File: src/rtl/core/vlpd_pkg.sv
`timescale 1ns / 1ps
`default_nettype none

package vlpd_pkg;

	localparam int MAX_PREFIX_BYTES = 5;
	localparam int GROUP_BITS       = 7;
	localparam int BYTE_W           = 8;
	localparam int LEN_W            = 31;
	localparam int CNT_W            = 3;

	// Wide enough for every group shifted into place, and for one bit above LEN_W.
	localparam int ACC_W = (GROUP_BITS * MAX_PREFIX_BYTES > LEN_W) ?
		GROUP_BITS * MAX_PREFIX_BYTES : LEN_W + 1;
	localparam int SH_W  = $clog2(ACC_W);

	localparam logic [BYTE_W-1:0] DATA_MASK = BYTE_W'(127);
	localparam logic [BYTE_W-1:0] CONT_BIT  = BYTE_W'(128);

	typedef struct packed {
		logic [BYTE_W-1:0] payload_byte;
		logic [LEN_W-1:0]  byte_offset;
		logic [LEN_W-1:0]  message_length;
		logic              last_of_message;
		logic              prefix_error;
	} res_t;

endpackage

`default_nettype wire

File: src/rtl/core/vlpd_if.sv
`timescale 1ns / 1ps
`default_nettype none

interface vlpd_in_if;
	logic                         valid;
	logic                         ready;
	logic [vlpd_pkg::BYTE_W-1:0]  in_byte;

	modport source (output valid, output in_byte, input ready);
	modport sink   (input valid, input in_byte, output ready);
endinterface

interface vlpd_out_if;
	logic                         valid;
	logic                         ready;
	logic [vlpd_pkg::BYTE_W-1:0]  payload_byte;
	logic [vlpd_pkg::LEN_W-1:0]   byte_offset;
	logic [vlpd_pkg::LEN_W-1:0]   message_length;
	logic                         last_of_message;
	logic                         prefix_error;

	modport source (output valid, output payload_byte, output byte_offset,
		output message_length, output last_of_message, output prefix_error,
		input ready);
	modport sink   (input valid, input payload_byte, input byte_offset,
		input message_length, input last_of_message, input prefix_error,
		output ready);
endinterface

`default_nettype wire

File: src/rtl/core/varint_length_prefixed_deframer.sv
`timescale 1ns / 1ps
`default_nettype none

// Channel   Direction  Payload                                        Request handshake
// in_ch     in         in_byte                                        valid/ready
// out_ch    out        payload_byte, byte_offset, message_length,     valid/ready
//                      last_of_message, prefix_error
//
// One byte is accepted per cycle unless in_ch is held off. A request lands in the input
// register when it is accepted, and its result is loaded into the result register when
// the input register advances, so results are offered from the result register.
// Prefix bytes give no result, apart from the byte that reveals a prefix error, and a
// zero length prefix gives none at all; bytes without a result never wait on out_ch.
// Reset clears the parser to expect a length prefix and empties both registers.
// While a result waits on out_ch, bytes without a result still pass, and the first byte
// that gives one waits in the input register and holds off in_ch.

module varint_length_prefixed_deframer (
	input  wire          clk,
	input  wire          arst_n,
	vlpd_in_if.sink      in_ch,
	vlpd_out_if.source   out_ch
);
	import vlpd_pkg::*;

	logic                valid_s1;
	logic [BYTE_W-1:0]   byte_s1;

	logic                in_prefix_q;
	logic [LEN_W-1:0]    length_accum_q;
	logic [CNT_W-1:0]    group_cnt_q;
	logic [LEN_W-1:0]    cur_len_q;
	logic [LEN_W-1:0]    pos_q;

	logic                out_valid_q;
	res_t                out_res_q;

	logic [SH_W-1:0]     shamt;
	logic [ACC_W-1:0]    group_val;
	logic [ACC_W-1:0]    acc_val;
	logic                more;
	logic                too_big;
	logic                overlong;
	logic                pay_last;
	logic [LEN_W:0]      pos_inc;
	logic                has_res;
	logic                adv_s1;
	logic                fire_s1;
	res_t                res;

	always_comb begin
		shamt     = SH_W'(GROUP_BITS * int'(group_cnt_q));
		group_val = ACC_W'(byte_s1 & DATA_MASK) << shamt;
		acc_val   = ACC_W'(length_accum_q) | group_val;
		more      = (byte_s1 & CONT_BIT) != '0;
		too_big   = |acc_val[ACC_W-1:LEN_W];
		overlong  = more && (group_cnt_q >= CNT_W'(MAX_PREFIX_BYTES - 1));
		pos_inc   = {1'b0, pos_q} + (LEN_W+1)'(1);
		pay_last  = pos_inc >= {1'b0, cur_len_q};

		if (in_prefix_q) begin
			has_res = too_big || overlong;
			res     = '{payload_byte: '0, byte_offset: '0, message_length: '0,
				last_of_message: 1'b0, prefix_error: 1'b1};
		end else begin
			has_res = 1'b1;
			res     = '{payload_byte: byte_s1, byte_offset: pos_q,
				message_length: cur_len_q, last_of_message: pay_last,
				prefix_error: 1'b0};
		end
	end

	assign adv_s1      = !has_res || !out_valid_q || out_ch.ready;
	assign fire_s1     = valid_s1 && adv_s1;
	assign in_ch.ready = !valid_s1 || adv_s1;

	always_ff @(posedge clk or negedge arst_n) begin
		if (!arst_n) begin
			valid_s1 <= 1'b0;
		end else if (in_ch.ready) begin
			valid_s1 <= in_ch.valid;
		end
	end

	always_ff @(posedge clk) begin
		if (in_ch.valid && in_ch.ready) begin
			byte_s1 <= in_ch.in_byte;
		end
	end

	always_ff @(posedge clk or negedge arst_n) begin
		if (!arst_n) begin
			in_prefix_q    <= 1'b1;
			length_accum_q <= '0;
			group_cnt_q    <= '0;
			cur_len_q      <= '0;
			pos_q          <= '0;
		end else if (fire_s1) begin
			if (in_prefix_q) begin
				if (too_big || overlong) begin
					length_accum_q <= '0;
					group_cnt_q    <= '0;
				end else if (more) begin
					length_accum_q <= acc_val[LEN_W-1:0];
					group_cnt_q    <= group_cnt_q + CNT_W'(1);
				end else begin
					length_accum_q <= '0;
					group_cnt_q    <= '0;
					// A zero length prefix leaves the parser waiting for the next prefix.
					if (acc_val != '0) begin
						in_prefix_q <= 1'b0;
						cur_len_q   <= acc_val[LEN_W-1:0];
						pos_q       <= '0;
					end
				end
			end else if (pay_last) begin
				in_prefix_q    <= 1'b1;
				length_accum_q <= '0;
				group_cnt_q    <= '0;
				pos_q          <= '0;
			end else begin
				pos_q <= pos_inc[LEN_W-1:0];
			end
		end
	end

	always_ff @(posedge clk or negedge arst_n) begin
		if (!arst_n) begin
			out_valid_q <= 1'b0;
		end else if (fire_s1 && has_res) begin
			out_valid_q <= 1'b1;
		end else if (out_ch.ready) begin
			out_valid_q <= 1'b0;
		end
	end

	always_ff @(posedge clk) begin
		if (fire_s1 && has_res) begin
			out_res_q <= res;
		end
	end

	assign out_ch.valid           = out_valid_q;
	assign out_ch.payload_byte    = out_res_q.payload_byte;
	assign out_ch.byte_offset     = out_res_q.byte_offset;
	assign out_ch.message_length  = out_res_q.message_length;
	assign out_ch.last_of_message = out_res_q.last_of_message;
	assign out_ch.prefix_error    = out_res_q.prefix_error;

endmodule

`default_nettype wire

File: src/flat_wrapper.sv
// flat-port wrapper written by rule: the top's interface ports become plain ports
module varint_length_prefixed_deframer_flat import vlpd_pkg::*;
  (clk, arst_n, in_ch_valid, in_ch_in_byte, in_ch_ready, out_ch_valid, out_ch_payload_byte, out_ch_byte_offset, out_ch_message_length, out_ch_last_of_message, out_ch_prefix_error, out_ch_ready);
  vlpd_in_if in_ch_i ();
  vlpd_out_if out_ch_i ();
  input  wire clk;
  input  wire arst_n;
  input wire logic [$bits(in_ch_i.valid)-1:0] in_ch_valid;
  input wire logic [$bits(in_ch_i.in_byte)-1:0] in_ch_in_byte;
  output wire logic [$bits(in_ch_i.ready)-1:0] in_ch_ready;
  output wire logic [$bits(out_ch_i.valid)-1:0] out_ch_valid;
  output wire logic [$bits(out_ch_i.payload_byte)-1:0] out_ch_payload_byte;
  output wire logic [$bits(out_ch_i.byte_offset)-1:0] out_ch_byte_offset;
  output wire logic [$bits(out_ch_i.message_length)-1:0] out_ch_message_length;
  output wire logic [$bits(out_ch_i.last_of_message)-1:0] out_ch_last_of_message;
  output wire logic [$bits(out_ch_i.prefix_error)-1:0] out_ch_prefix_error;
  input wire logic [$bits(out_ch_i.ready)-1:0] out_ch_ready;
  assign in_ch_i.valid = in_ch_valid;
  assign in_ch_i.in_byte = in_ch_in_byte;
  assign in_ch_ready = in_ch_i.ready;
  assign out_ch_valid = out_ch_i.valid;
  assign out_ch_payload_byte = out_ch_i.payload_byte;
  assign out_ch_byte_offset = out_ch_i.byte_offset;
  assign out_ch_message_length = out_ch_i.message_length;
  assign out_ch_last_of_message = out_ch_i.last_of_message;
  assign out_ch_prefix_error = out_ch_i.prefix_error;
  assign out_ch_i.ready = out_ch_ready;
  varint_length_prefixed_deframer u_core (.clk(clk), .arst_n(arst_n), .in_ch(in_ch_i), .out_ch(out_ch_i));
endmodule
File: config.mk
export PLATFORM = sky130hd
export DESIGN_NAME = varint_length_prefixed_deframer_flat
export DESIGN_NICKNAME = d
export VERILOG_FILES = /design/src/rtl/core/vlpd_pkg.sv /design/src/rtl/core/vlpd_if.sv /design/src/rtl/core/varint_length_prefixed_deframer.sv /design/src/flat_wrapper.sv
export SDC_FILE = /design/constraint.sdc
export NUM_CORES = 1
export LEC_CHECK = 0
export BUFFER_PORTS_ARGS = -buffer_cell sky130_fd_sc_hd__buf_2
export CORE_ASPECT_RATIO = 1.5
export CORE_MARGIN = 2
export CORE_UTILIZATION = 30
export DETAILED_ROUTE_END_ITERATION = 7
export PLACE_DENSITY = 0.56
export SYNTH_ARGS = -nofsm -noshare
export SYNTH_HDL_FRONTEND = slang
export SYNTH_SLANG_ARGS = --single-unit
File: constraint.sdc
create_clock -name clk -period 11.4 [get_ports clk]
set_clock_uncertainty 0.1 [all_clocks]
set_input_delay 0.57 -clock clk [delete_from_list [all_inputs] [get_ports clk]]
set_output_delay 0.57 -clock clk [all_outputs]
set_load 0.02 [all_outputs]
==> impl_metrics.csv <==
group,metric,value,unit
run_status,outcome,"finished clean",
synth,ys_seq_elements,179,
floorplanning,dieArea,32000,um^2
synth,synth.net_count,898,
power,peakVddDrop,98.3,uV
setup_path,path_max_fanout,34,
cts,cts_hold_buf,0,
power,pwr-share-clk,27.0,%
cts,cts_tree,"done",
cts,ctsLongestPathBuffers,2,
setup_path,crit_top_cell,"nand3_1",
synth,yosysMostFrequentCell,"inv_1",
synth,ys_top_cells_by_count,"109 x inv_1, 98 x dfrtp_1, 85 x nor2_1",
min_path,hp-class,"in2async",
timing,maxSlewViolCount,0,
placed_design,portBuffers,85,
floorplanning,die_w,147,um
final_layout,area_delta_synth_final,14.5,%
floorplanning,io_pins,86,
synth,synth_cells,853,
drt,avgViaCountPerCell,4.87,
setup_path,critical-path-top-delay-family,"simple AND/OR/NAND/NOR gates",
grt,grt_first_pass_wirelength,36000,um
drt,wirelength,22700,um
drt,drtIter0Drc,327,
setup_path,startpoint_type,"flop",
timing,setup_viol,0,
setup_path,critPathMaxStageDelay,690,ps
setup_path,critPathCaptureType,"flop",
cts,htreeDepth,4,
drt,vias,6464,
setup_path,cp_data_arrival_time,6280,ps
timing,rsz0062_at_grt,"false",
floorplanning,initial_core_util,30.4,%
drt,drcViolationCount,0,
floorplanning,rows,78,
cts,clk_latency,450,ps
power,comb_power_share,28.6,%
synth,syn_area,9160,um^2
setup_path,critPathSlowestCell,"nor3_1",
timing,max_freq,166,MHz
timing,tightest_slew,1050,ps
setup_path,path_depth,16,
synth,synthArstFlopShare,55.3,%
placed_design,dp_hpwl,15400,um
floorplanning,die_h,218,um
floorplanning,core,30200,um^2
cts,cts_root_buffer,"clkbuf_16",
timing,fin_crit_sh,52.9,%
setup_path,r2r_cells,16,
cts,ctsResizeCount,0,
final_layout,antennaDiodeCount,0,
power,p_int,1.42,mW
power,p_leak,4.52,nW
synth,ys_warn_count,0,
cts,cts_setup_buffers,0,
timing,hold_viol,0,
synth,yosys.area.top_type,"dfrtp_1",
grt,grt_max_degree,82,
timing,slew_headroom,30.2,%
synth,yosysSeqAreaShare,53.3,%
drt,antenna_left,0,
placed_design,gp_routability_congestion,0.792,
drt,routedWlPerCell,17.1,um
drt,drtPass1Iterations,5,
cts,clock-sinks,179,
setup_path,crit_type,"reg2reg",
power,p_switching,761,uW
final_layout,final_net_count,960,
cts,clkSlewWorstSetupHoldPaths,70,ps
final_layout,fillers,3021,
power,p_seq_share,44.4,%
synth,ys.flop_type,"dfrtp_1",
placed_design,post_dp_cell_area,9910,um^2
synth,synth-edff-count,80,
setup_path,path_cells,"ha_1 -> nand3_1 -> nor3_1 -> and4_1 -> nand3_1 -> xnor2_1 -> inv_1 -> ha_1 -> nand3_1 -> nor4_1 -> or3b_2 -> a41oi_2 -> buf_4 -> o21a_1 -> buf_4 -> mux2_4",
synth,synth_top_area_share,26.8,%
power,p_sw_share,34.9,%
synth,avgSynthCellArea,10.7,um^2
power,powerDensity,208,nW/um^2
timing,min_period,6040,ps
setup_path,required,11650,ps
synth,synthTopCellsByArea,"dfrtp_1 27%, edfxtp_1 26%, ha_1 4.5%, inv_1 4.5%, a22oi_2 3.8%",
final_layout,layout-drive-gt1-share,19.0,%
grt,grt_pass1_vias,6555,
setup_path,path_buf_inv,3,
synth,ys_types,63,
grt,overflow,0,
job,drv_cap,0,
timing,tns,0,ps
final_layout,final_area,10500,um^2
cts,cts_buffers,17,
grt,grt_usage,14.5,%
grt,antenna_found_initial,0,
-- logic make-up after synthesis --
group                      count (synthesis)  synth area share [%]
AOI/OAI and AO/OA                        167                  13.3
buffers and inverters                    163                  7.59
DFF                                      179                  53.3
muxes                                     35                  3.97
adders and majority gates                 33                  4.51
and+or+nand+nor                          253                  15.1
xor gates and xnor gates                  23                  2.20
-- metal layers --
metal	GRT usage, %	part of all wire (%)	vias to the layer above
li1	-	-	3126
met1	17.2	43	3172
met2	25.6	52	134
met3	2.49	3.2	32
met4	6.67	2.6	0
met5	0	0	-
-- placed cells by master, fill, tap and decap left out, types with 13 or more instances in the layout --
cell type	count
dfrtp_1	98
o221ai_1	14
mux2i_1	32
a21oi_1	42
buf_4	13
edfxtp_1	80
clkbuf_16	17
nand2_1	28
nand4_1	13
buf_2	84
o22ai_1	17
and3_1	29
o21ai_0	38
xnor2_1	22
inv_1	109
a22oi_2	28
ha_1	33
nor2_1	85
nor2b_1	13
-- sequential cells by signal, indices dropped and copies added, names as in the netlist --
| register | count |
|---|---|
| u_core.cur_len_q | 31 |
| u_core.out_ch.byte_offset | 31 |
| u_core.valid_s1 | 1 |
| u_core.out_ch.valid | 1 |
| u_core.length_accum_q | 31 |
| u_core.out_ch.payload_byte | 8 |
| u_core.out_ch.message_length | 31 |
| u_core.in_prefix_q | 1 |
| u_core.pos_q | 31 |
| u_core.out_ch.last_of_message | 1 |
| u_core.out_ch.prefix_error | 1 |
| u_core.group_cnt_q | 3 |
| u_core.byte_s1 | 8 |
-- path summary, 6_finish.rpt --
| check | endpoint | from | slack, ps |
|---|---|---|---|
| min | u_core.group_cnt_q[0]$_DFFE_PN0P_ | arst_n | 20 |
| min reg2reg | u_core.valid_s1$_DFFE_PN0N_ | u_core.valid_s1$_DFFE_PN0N_ | 430 |
| min in group clk | u_core.byte_s1[5]$_DFFE_PP_ | in_ch_in_byte[5] | 190 |
| max | u_core.group_cnt_q[0]$_DFFE_PN0P_ | u_core.pos_q[0]$_DFFE_PN0P_ | 5360 |
| max in group asynchronous | u_core.pos_q[19]$_DFFE_PN0P_ | arst_n | 9970 |
| max reg2reg | u_core.group_cnt_q[0]$_DFFE_PN0P_ | u_core.pos_q[0]$_DFFE_PN0P_ | 5360 |
-- stage by stage --
step	worst slack (ps)	power, mW	hold WS (ps)	std cells	util, %
final	5360	2.18	15.6	1328	34.8
after global routing	4870	2.31	45.7	1328	34.8
after CTS	5290	2.21	18.7	1328	34.8
after detailed placement	5320	1.61	416	1296	32.9
after global placement	5380	1.60	405	1296	32.9
after floorplan	5930	1.40	174	853	-
-- area by class of cell --
cell class	count	area, um^2	share of cell area (%)
tap	400	500	4.77
sequential	179	4880	46.5
timing repair buffer	97	518	4.94
clock buffer	18	429	4.09
clock inverter	14	153	1.45
multi-input combinational	511	3600	34.3
inverter	109	409	3.90
-- power by group through the flow --
stage	clock, mW	sequential (mW)	combinational [mW]
floorplan	0	1.04	0.361
global placement	0	0.977	0.620
detailed placement	0	0.981	0.629
CTS	0.605	0.969	0.633
global route	0.627	0.988	0.693
finish	0.589	0.969	0.623
Power figures use the tool's default switching activity.
